--- src/hw/rtl/acquisition_command_decoder_unit_assert.svh ---
// ----------------------------------------------------------------------------
// Acquisition command decoder assertion macros
// Clocked assertion shorthands used at the end of the decoder top level.
// ----------------------------------------------------------------------------
`ifndef ACQUISITION_COMMAND_DECODER_UNIT_ASSERT_SVH
`define ACQUISITION_COMMAND_DECODER_UNIT_ASSERT_SVH

// Same-cycle implication, sampled on clk, off while arst_n is low.
`define ACDU_ASSERT_NOW(label, ante, cons, msg) \
	label: assert property (@(posedge clk) disable iff (!arst_n) (ante) |-> (cons)) \
		else $error(msg);

// Next-cycle implication, sampled on clk, off while arst_n is low.
`define ACDU_ASSERT_NEXT(label, ante, cons, msg) \
	label: assert property (@(posedge clk) disable iff (!arst_n) (ante) |=> (cons)) \
		else $error(msg);

`endif

--- src/hw/rtl/acdu_pkg.sv ---
// ----------------------------------------------------------------------------
// Acquisition command decoder package
// Mode and command codes, register indexes and the rate compare table.
// ----------------------------------------------------------------------------
package acdu_pkg;

	// Channel list geometry; the command byte carries six mask bits.
	localparam int CHANNELS     = 6;
	localparam int ENTRY_W      = 4;
	localparam int LIST_W       = CHANNELS * ENTRY_W;
	localparam int COUNT_W      = 3;
	localparam int THRESH_W     = 10;
	localparam int COMPARE_W    = 15;
	localparam int MASK_LSB     = 2;

	typedef enum logic [1:0] {
		MODE_IDLE = 2'd0,
		MODE_LIVE = 2'd1,
		MODE_SIM  = 2'd2
	} mode_t;

	// Command class, bits 1..0 of the byte.
	localparam logic [1:0] CLS_THRESH = 2'b00;
	localparam logic [1:0] CLS_LIVE   = 2'b01;
	localparam logic [1:0] CLS_SIM    = 2'b10;
	localparam logic [1:0] CLS_MISC   = 2'b11;

	localparam logic [7:0] CMD_VERSION = 8'h07;
	localparam logic [7:0] CMD_STOP    = 8'h00;

	// Configuration register indexes.
	localparam logic [0:0] REG_BATTERY_BASE = 1'b0;
	localparam logic [0:0] REG_ADC_MAP      = 1'b1;

	localparam logic [THRESH_W-1:0] BATTERY_BASE_RST = 10'd527;
	localparam logic [LIST_W-1:0]   ADC_MAP_RST      = 24'h563412;
	localparam logic [1:0]          RATE_RST         = 2'd3;
	localparam logic [THRESH_W-1:0] THRESH_MAX       = 10'd1023;

	// Timer compare value for each rate code (1, 10, 100, 1000 Hz).
	function automatic logic [COMPARE_W-1:0] rate_compare(input logic [1:0] code);
		logic [COMPARE_W-1:0] val;
		case (code)
			2'd0: val = 15'd31249;
			2'd1: val = 15'd3124;
			2'd2: val = 15'd1249;
			2'd3: val = 15'd124;
			default: val = 15'd124;
		endcase
		return val;
	endfunction

endpackage

--- src/hw/rtl/acquisition_command_decoder_unit.sv ---
// Path: an accepted command word goes from the input register to the result register.
// Throughput: one command word per cycle unless the result stream stalls; the input
// and result registers form a two-stage pipeline; decode and compaction fit one stage.
// Reset: arst_n clears both stages, returns to idle at 1000 Hz with the default
// battery base and channel map, an empty channel list and a zero output port.
// ----------------------------------------------------------------------------
// Acquisition command decoder
// Decodes command bytes into mode, rate, threshold, channel list and outputs.
// ----------------------------------------------------------------------------
module acquisition_command_decoder_unit
	import acdu_pkg::*;
(
	input  logic        clk,
	input  logic        arst_n,
	// Command stream.
	input  logic        s_axis_tvalid,
	output logic        s_axis_tready,
	input  logic [7:0]  s_axis_tdata,   // [7:0] cmd_byte
	// Result stream.
	output logic        m_axis_tvalid,
	input  logic        m_axis_tready,
	// [1:0] mode, [16:2] compare_value, [17] prescale_256, [27:18] battery_threshold,
	// [30:28] channel_count, [54:31] channel_list, [62:55] digital_out, [63] zero
	output logic [63:0] m_axis_tdata,
	// [0] version_request, [1] acquisition_started, [2] battery_led_clear,
	// [3] acquisition_stopped
	output logic [3:0]  m_axis_tuser,
	// Configuration writes.
	input  logic        cfg_valid,
	output logic        cfg_ready,
	input  logic [0:0]  cfg_index,
	input  logic [23:0] cfg_data
);

	logic                cmd_valid_s1;
	logic [7:0]          cmd_s1;
	logic                advance;

	logic [THRESH_W-1:0] battery_base_q;
	logic [LIST_W-1:0]   adc_map_q;

	mode_t               mode_q,      mode_d;
	logic [1:0]          rate_q,      rate_d;
	logic [THRESH_W-1:0] thresh_q,    thresh_d;
	logic [COUNT_W-1:0]  count_q,     count_d;
	logic [LIST_W-1:0]   list_q,      list_d;
	logic [7:0]          port_q,      port_d;
	logic [3:0]          flags_d;

	logic [ENTRY_W-1:0]  entry       [CHANNELS];
	logic [COUNT_W-1:0]  fill;
	logic [THRESH_W:0]   thresh_sum;

	assign cfg_ready     = 1'b1;
	assign advance       = cmd_valid_s1 && (!m_axis_tvalid || m_axis_tready);
	assign s_axis_tready = !cmd_valid_s1 || advance;

	always_ff @(posedge clk or negedge arst_n) begin
		if (!arst_n) begin
			battery_base_q <= BATTERY_BASE_RST;
			adc_map_q      <= ADC_MAP_RST;
		end else if (cfg_valid) begin
			case (cfg_index)
				REG_BATTERY_BASE: battery_base_q <= cfg_data[THRESH_W-1:0];
				REG_ADC_MAP:      adc_map_q      <= cfg_data[LIST_W-1:0];
				default:          ;
			endcase
		end
	end

	always_ff @(posedge clk or negedge arst_n) begin
		if (!arst_n) begin
			cmd_valid_s1 <= 1'b0;
		end else if (s_axis_tready) begin
			cmd_valid_s1 <= s_axis_tvalid;
		end
	end

	always_ff @(posedge clk) begin
		if (s_axis_tready && s_axis_tvalid) begin
			cmd_s1 <= s_axis_tdata;
		end
	end

	// Compaction of the six mask bits into an ordered source list.
	always_comb begin
		for (int i = 0; i < CHANNELS; i++) begin
			entry[i] = '0;
		end
		fill = '0;
		for (int i = 0; i < CHANNELS; i++) begin
			if (cmd_s1[MASK_LSB + i]) begin
				entry[fill] = (cmd_s1[1:0] == CLS_SIM) ? ENTRY_W'(i)
					: adc_map_q[ENTRY_W*i +: ENTRY_W];
				fill = fill + 3'd1;
			end
		end
	end

	assign thresh_sum = {1'b0, battery_base_q} + {5'd0, cmd_s1[7:2]};

	always_comb begin
		mode_d   = mode_q;
		rate_d   = rate_q;
		thresh_d = thresh_q;
		count_d  = count_q;
		list_d   = list_q;
		port_d   = port_q;
		flags_d  = 4'b0000;
		if (mode_q == MODE_IDLE) begin
			case (cmd_s1[1:0])
				CLS_THRESH: begin
					thresh_d   = thresh_sum[THRESH_W] ? THRESH_MAX : thresh_sum[THRESH_W-1:0];
					flags_d[2] = 1'b1;
				end
				CLS_LIVE, CLS_SIM: begin
					mode_d  = (cmd_s1[1:0] == CLS_SIM) ? MODE_SIM : MODE_LIVE;
					count_d = fill;
					for (int k = 0; k < CHANNELS; k++) begin
						list_d[ENTRY_W*k +: ENTRY_W] = entry[k];
					end
					flags_d[1] = 1'b1;
				end
				CLS_MISC: begin
					if (cmd_s1 == CMD_VERSION) begin
						flags_d[0] = 1'b1;
					end else begin
						rate_d = cmd_s1[7:6];
					end
				end
				default: ;
			endcase
		end else begin
			// Any acquiring mode, including the unused code, takes stop and port writes.
			if (cmd_s1 == CMD_STOP) begin
				mode_d     = MODE_IDLE;
				flags_d[3] = 1'b1;
			end else if (cmd_s1[1:0] == CLS_MISC) begin
				port_d = cmd_s1;
			end
		end
	end

	always_ff @(posedge clk or negedge arst_n) begin
		if (!arst_n) begin
			mode_q   <= MODE_IDLE;
			rate_q   <= RATE_RST;
			thresh_q <= BATTERY_BASE_RST;
			count_q  <= '0;
			list_q   <= '0;
			port_q   <= '0;
		end else if (advance) begin
			mode_q   <= mode_d;
			rate_q   <= rate_d;
			thresh_q <= thresh_d;
			count_q  <= count_d;
			list_q   <= list_d;
			port_q   <= port_d;
		end
	end

	always_ff @(posedge clk or negedge arst_n) begin
		if (!arst_n) begin
			m_axis_tvalid <= 1'b0;
		end else if (advance) begin
			m_axis_tvalid <= 1'b1;
		end else if (m_axis_tready) begin
			m_axis_tvalid <= 1'b0;
		end
	end

	always_ff @(posedge clk) begin
		if (advance) begin
			m_axis_tdata <= {1'b0, port_d, list_d, count_d, thresh_d, !rate_d[1],
				rate_compare(rate_d), mode_d};
			m_axis_tuser <= flags_d;
		end
	end

	`include "acquisition_command_decoder_unit_assert.svh"

	`ACDU_ASSERT_NOW(a_one_event, m_axis_tvalid, $onehot0(m_axis_tuser), "more than one event flag")
	`ACDU_ASSERT_NOW(a_start_mode, m_axis_tvalid && m_axis_tuser[1], m_axis_tdata[1:0] != MODE_IDLE, "start left decoder idle")
	`ACDU_ASSERT_NOW(a_stop_mode, m_axis_tvalid && m_axis_tuser[3], m_axis_tdata[1:0] == MODE_IDLE, "stop left decoder acquiring")
	`ACDU_ASSERT_NEXT(a_mode_hold, !advance, $stable(mode_q) && $stable(list_q), "state changed without a command")

endmodule
--- config.mk ---
export PLATFORM = sky130hd
export DESIGN_NAME = acquisition_command_decoder_unit
export DESIGN_NICKNAME = d
export VERILOG_FILES = /design/src/hw/rtl/acdu_pkg.sv /design/src/hw/rtl/acquisition_command_decoder_unit.sv
export VERILOG_INCLUDE_DIRS = /design/src /design/src/hw/rtl
export SDC_FILE = /design/constraint.sdc
export NUM_CORES = 1
export LEC_CHECK = 0
export ABC_CLOCK_PERIOD_IN_PS = 3700
export BUFFER_PORTS_ARGS = -buffer_cell sky130_fd_sc_hd__buf_2
export CORE_ASPECT_RATIO = 1.2
export CORE_UTILIZATION = 50
export DETAILED_ROUTE_END_ITERATION = 7
export GPL_TIMING_DRIVEN = 0
export PLACE_DENSITY_LB_ADDON = 0.12
export SLEW_MARGIN = 20
export SYNTH_ARGS = -nofsm -noshare
export SYNTH_HDL_FRONTEND = slang
export SYNTH_SLANG_ARGS = --single-unit
--- constraint.sdc ---
create_clock -name clk -period 3.7 [get_ports clk]
set_input_delay 0.37 -clock clk [delete_from_list [all_inputs] [get_ports clk]]
set_output_delay 0.37 -clock clk [all_outputs]
set_load 0.02 [all_outputs]
## After elaboration in Yosys (flattened, before gate mapping)

Cells that the tools add are included.

- Register bits after elaboration: 160
- Output and inout port bits: 71
- Logic and storage cells: 122

- Equal/unequal tests: 7
- Bitwise gates (word level): 6
- Mux-type cells: 57
- Add/sub/neg operators: 6
- Reduce and logical (&&, ||, !) cells: 21
- Magnitude comparators: 10

Operator list:

| operator | count |
|---|---|
| two-way mux 24 bit | 7 |
| bitwise mux 24 bit | 5 |
| demux 4 bit (select 3 bit) | 5 |
| one-hot mux 15 bit (4 select lines) | 1 |
| two-way mux 4 bit | 12 |
| two-way mux 10 bit | 3 |
| two-way mux 8 bit | 3 |
| two-way mux 3 bit | 7 |
| greater-or-equal comparator 4 bit, second input constant | 5 |
| less-than comparator 4 x 1 -> 1 bit, second input constant | 5 |
| inverter 3 -> 4 bit | 5 |
| adder 3 x 1 -> 3 bit, second input constant | 5 |
| two-way mux 2 bit | 7 |
| adder 10 x 6 -> 11 bit | 1 |
| equality test 2 bit, second input constant | 4 |
| equality test 8 x 3 -> 1 bit, second input constant | 1 |
| zero test 8 bit | 1 |
| logical AND 1 bit | 7 |
| two-way mux 1 bit | 7 |
| zero test 2 bit | 3 |
| AND reduction 2 bit | 3 |
| equality test 2 x 1 -> 1 bit, second input constant | 2 |
| zero test 1 bit | 3 |
| logical OR 1 bit | 2 |
| 3 further kinds | 3 |

## Longest topological paths before layout

- Depth in word-level cells: 18
- Depth in mapped cells: 15
- Depth with buffers taken out: 13

## Worst setup path before layout

OpenSTA, ideal clock, no wires.

- Path kind: reg2reg
- Start: register cmd_s1[3]
- End: register m_axis_tdata[41], data pin
- Period minus slack after synthesis: 3,671 ps
- Slack: 29 ps
- Arrival: 3,402 ps
- Setup time: 269 ps
- Stages on the path, launching flop included: 13
- Cells stage by stage: edfxtp_1 > fa_1 > clkbuf_2 > or3_1 > a31o_2 > ha_1 > nand3b_1 > mux2i_1 > or3b_1 > and4_1 > buf_2 > o31ai_1 > o31ai_1

- Longest elaborated chain between the ends: 16
- Elaborated cells between the ends (all ways): 42
- Those cells by class: add/sub: 3; order compare: 8; mux: 23; bitwise: 4; reduce/logical: 4

Ends and longest elaborated chain:

| item | line | RTL |
|---|---|---|
| from (decl) | acquisition_command_decoder_unit.sv:36 | `logic [7:0] cmd_s1;` |
| from (signal assigned) | acquisition_command_decoder_unit.sv:81 | `cmd_s1 <= s_axis_tdata;` |
| two-way mux 3 bit | acquisition_command_decoder_unit.sv:92 | `if (cmd_s1[MASK_LSB + i]) begin` |
| adder 3 x 1 -> 3 bit / inverter 3 -> 4 bit (equally long branches) | acquisition_command_decoder_unit.sv:95, acquisition_command_decoder_unit.sv:93 |  |
| two-way mux 3 bit, or another cell as far along | acquisition_command_decoder_unit.sv:92 |  |
| adder 3 x 1 -> 3 bit, or another cell as far along | acquisition_command_decoder_unit.sv:95 | `fill = fill + 3'd1;` |
| two-way mux 3 bit, or another cell as far along | acquisition_command_decoder_unit.sv:92 |  |
| adder 3 x 1 -> 3 bit, or another cell as far along | acquisition_command_decoder_unit.sv:95 |  |
| two-way mux 3 bit, or another cell as far along | acquisition_command_decoder_unit.sv:92 |  |
| inverter 3 -> 4 bit, or another cell as far along | acquisition_command_decoder_unit.sv:93 | `entry[fill] = (cmd_s1[1:0] == CLS_SIM) ? ENTRY_W'(i)` |
| greater-or-equal comparator 4 bit (not written as such), or another cell as far along | acquisition_command_decoder_unit.sv:93 |  |
| logical AND 1 bit (not written as such), or another cell as far along | acquisition_command_decoder_unit.sv:93 |  |
| two-way mux 4 bit / bitwise mux 24 bit (equally long branches) | acquisition_command_decoder_unit.sv:93 |  |
| demux 4 bit (select 3 bit) / two-way mux 24 bit (equally long branches) | acquisition_command_decoder_unit.sv:93, acquisition_command_decoder_unit.sv:92 |  |
| bitwise mux 24 bit | acquisition_command_decoder_unit.sv:93 |  |
| two-way mux 24 bit * | acquisition_command_decoder_unit.sv:92 |  |
| two-way mux 24 bit * | acquisition_command_decoder_unit.sv:111 | `case (cmd_s1[1:0])` |
| two-way mux 24 bit * | acquisition_command_decoder_unit.sv:110 | `if (mode_q == MODE_IDLE) begin` |
| via list_d[10] | acquisition_command_decoder_unit.sv:46 | `logic [LIST_W-1:0] list_q, list_d;` |
| to (signal assigned) | acquisition_command_decoder_unit.sv:174 | `m_axis_tdata <= {1'b0, port_d, list_d, count_d, thresh_d, !rate_d[1],` |
| to (decl) | acquisition_command_decoder_unit.sv:24 | `output logic [63:0] m_axis_tdata,` |

The timed path passes the listed nets; every way through them passes the cells marked *.
A chain may end at the register's enable or synchronous reset.

## Final worst setup path

- Start: register cmd_s1[3]
- End: register m_axis_tdata[33], data pin

The elaborated chain is that of the path after synthesis.

==> results.md <==
* Status: finished clean
* Post-synthesis cell count at 816
* Final Hold Viols at 0
* # setup viols final at 0
* Fmax at 0.272 GHz
* Tmin final at 3.68 ns
* Ys async rst share at 0.548
* Critical path's largest stage delay at 0.53 ns
* Total GRT Usage at 0.260
* Die X at 121 µm
* Crit Path Category: flop to flop
* Starting density of the core at 0.517
* Final max-slew violation count at 0
* Worst Skew at 0.00952 ns
* Post-route DRC violation count at 0
* Cell Int Power at 0.00399 W
* Via/cell ratio at 5.73
* Skew-Pair Late Insertion Delay at 0.43 ns
* Crit path max-delay cell type: fa_1
* Mean Syn Cell Area at 10.4 µm²
* Max clock buf depth at 2
* Synth Flop Type: edfxtp_1
* Setup TNS at 0 ns
* Core Rows at 51
* Mapped cell area at 0.00847 mm²
* Die footprint at 0.0175 mm²
* Synthesis-stage register bit count at 155
* Crit end category: flop
* Sink Count at 155
* CP max FO at 8
* Inserted Clock Buffers at 17
* CTS tree: yes
* WP data arrival at 3.83 ns
* H-Tree Level Count at 4
* Most frequent cell after synthesis: nand2_1
* Area Growth Syn to Fin at 19.7%
* Power Dens Cells at 603 mW/mm²
* Worst slew margin at 0.559
* Top cells by count, synth: nand2_1 (131), edfxtp_1 (70), dfrtp_1 (64)
* Worst-case reg-to-reg path depth at 12
* Clock Power Share at 0.263
* Area of the core at 0.0164 mm²
* Area leader, netlist: edfxtp_1
* Flop pwr share at 0.423
* Min-delay src: s_axis_tdata[7]
* Sequential share of the synthesized area at 0.502
* Total number of vias at 6,753
* Fin crit share at 0.994
* Max Cap Viol at 0
* Root Driver: clkbuf_16
* Tightest Pin Transition at 0.662 ns
* Reg2reg end: m_axis_tdata[33]
* Sw frac at 0.347
* DP Worst Slack at -0.528 ns
* Hold crit path type: input pin to flop
* Startpoint Class: flop
* Antenna Nets Post-Route at 0
* Hold endpoint: cmd_s1[7]
* Sw power at 0.00212 W
* Placer Congestion at 0.947
* Clock slew at reported path FFs at 0.06 ns
* R2r setup slk at 0.02 ns
* Ratio of cells with drive above 1 in the final layout at 0.284
* Critical Path RT at 3.85 ns
* Worst hold stages at 1
* Gate power share at 0.314
* IO Port Bufs at 104
* Number of global-route vias before repair at 6,418
* Netlist cell types at 84
* Top post-synthesis cells by area: edfxtp_1 (25%), dfrtp_1 (19%), dfstp_2 (6.5%)
* First-pass GRT wire length at 34,400 µm
* NumNets Final at 1,014
* IO Pins at 109
* Worst r2r src: cmd_s1[3]
* Post-synth EDFFs at 70
* Critical Path, Cell by Cell: fa_1, clkbuf_8, or3_4, a31o_4, ha_4, nand3b_1, mux2i_2, or3b_4, and4_1, buf_6, o32ai_4, o31ai_2
* Iter 0 DRT Violations at 528
* Total Wirelength at 21,700 µm
* Static Leakage at 4.16 nW
* Pwr Total at 0.00611 W
* Congestion Overflow GR at 0
* Area share of the largest cell type after synthesis at 0.248
* Yosys warnings at 0
* Avg WL per Cell at 18.4 µm
* RSZ-0062 raised after global routing: true
* Initial antenna violation count at 0
* HPWL Detailed at 16,300 µm
* Antenna Cells at 0
* Worst setup margin at 0.0221 ns
* Die height at 145 µm
* Final hold slack at 0.117 ns
* Drt pass-1 iters at 5
* Largest net degree at the start of global routing at 48
* Max VDD drop at 0.304 mV
## worst max-delay path, delay by kind of cell (launching register included)
family	cells	cell delay, ns
flops	1	0.48
mux	1	0.25
simple gates	4	1.09
fa+ha+maj	2	0.68
compound gates	3	0.59
buf+inv	2	0.31
## layer usage
layer,global-route usage,up-vias,part of all wire
met5,0,-,0
met4,0.115,0,0.030
met3,0.0485,52,0.043
met2,0.448,206,0.51
met1,0.317,3237,0.41
li1,-,3258,-
## registers in the layout (all words and copies together), names as in the netlist, 3 cells and up
signal,flops
battery_base_q,10
thresh_q,10
port_q,8
m_axis_tdata,58
list_q,24
cmd_s1,8
count_q,3
adc_map_q,24
m_axis_tuser,4
## power groups by stage
stage	clock network, W	logic [W]	registers, W
final	0.00161	0.00192	0.00259
after detailed placement	0	0.00182	0.00262
after global placement	0	0.00178	0.00261
after global routing	0.00171	0.00212	0.00264
after CTS	0.00163	0.00189	0.00259
after floorplan	0	0.00110	0.00277
## timing repair
action,in CTS,in global routing
endpoints found under the hold margin,23,0
pin swaps,7,4
setup buffers,7,2
resized for setup,27,15
hold buffers,1,0
endpoints found under the setup margin,49,26
## kinds of logic after synthesis
family	count (synthesis)	share of synthesized area
AO/OA/AOI/OAI	196	0.166
XOR/XNOR	10	0.0103
adder cells (fa/ha/maj)	23	0.0357
buffers and inverters	81	0.0434
flip-flops	155	0.502
multiplexers	57	0.0740
other	2	0.000886
AND/OR/NAND/NOR	292	0.168
## how the worst max path moves through the flow
stage | start | end | slack (ns) | cells past startpoint
after floorplan | cmd_s1[3] | m_axis_tdata[41] | 0.03 | 12
after global placement | cmd_s1[2] | m_axis_tdata[39] | -0.52 | 14
after detailed placement | cmd_s1[2] | m_axis_tdata[39] | -0.53 | 14
after CTS | cmd_s1[3] | m_axis_tdata[33] | -0.04 | 12
after global routing | cmd_s1[3] | m_axis_tdata[33] | -0.06 | 12
final | cmd_s1[3] | m_axis_tdata[33] | 0.02 | 12
## cell type report
type                       count  area (µm²)
tap                          212         265
sequential                   155        4260
timing repair buffer         117         672
multi-input combinational    582        4010
inverter                      26        97.6
clock buffer                  17         425
clock inverter                15         113
fill                        1420        6260
buffer                        54         297
## stage by stage
stage	utilization	cells	area [µm²]
4_1_cts	0.614	1176	10100
6_report	0.618	1178	10100
3_3_place_gp	0.565	1134	9270
5_1_grt	0.618	1178	10100
3_5_place_dp	0.569	1137	9340
2_1_floorplan	-	818	8480
## cells in the final DEF (no fill, tap or decap), types with 21 or more instances in the layout
| cell | netlist | final |
|---|---|---|
| buf_2 | 8 | 110 |
| clkbuf_1 | 29 | 27 |
| dfrtp_1 | 64 | 64 |
| dfstp_2 | 21 | 21 |
| edfxtp_1 | 70 | 70 |
| inv_1 | 23 | 22 |
| mux2_2 | 44 | 44 |
| nand2_1 | 131 | 131 |
| nor2_1 | 44 | 44 |
| o21ai_0 | 42 | 40 |
No activity file was read; power rests on OpenSTA's default activity.
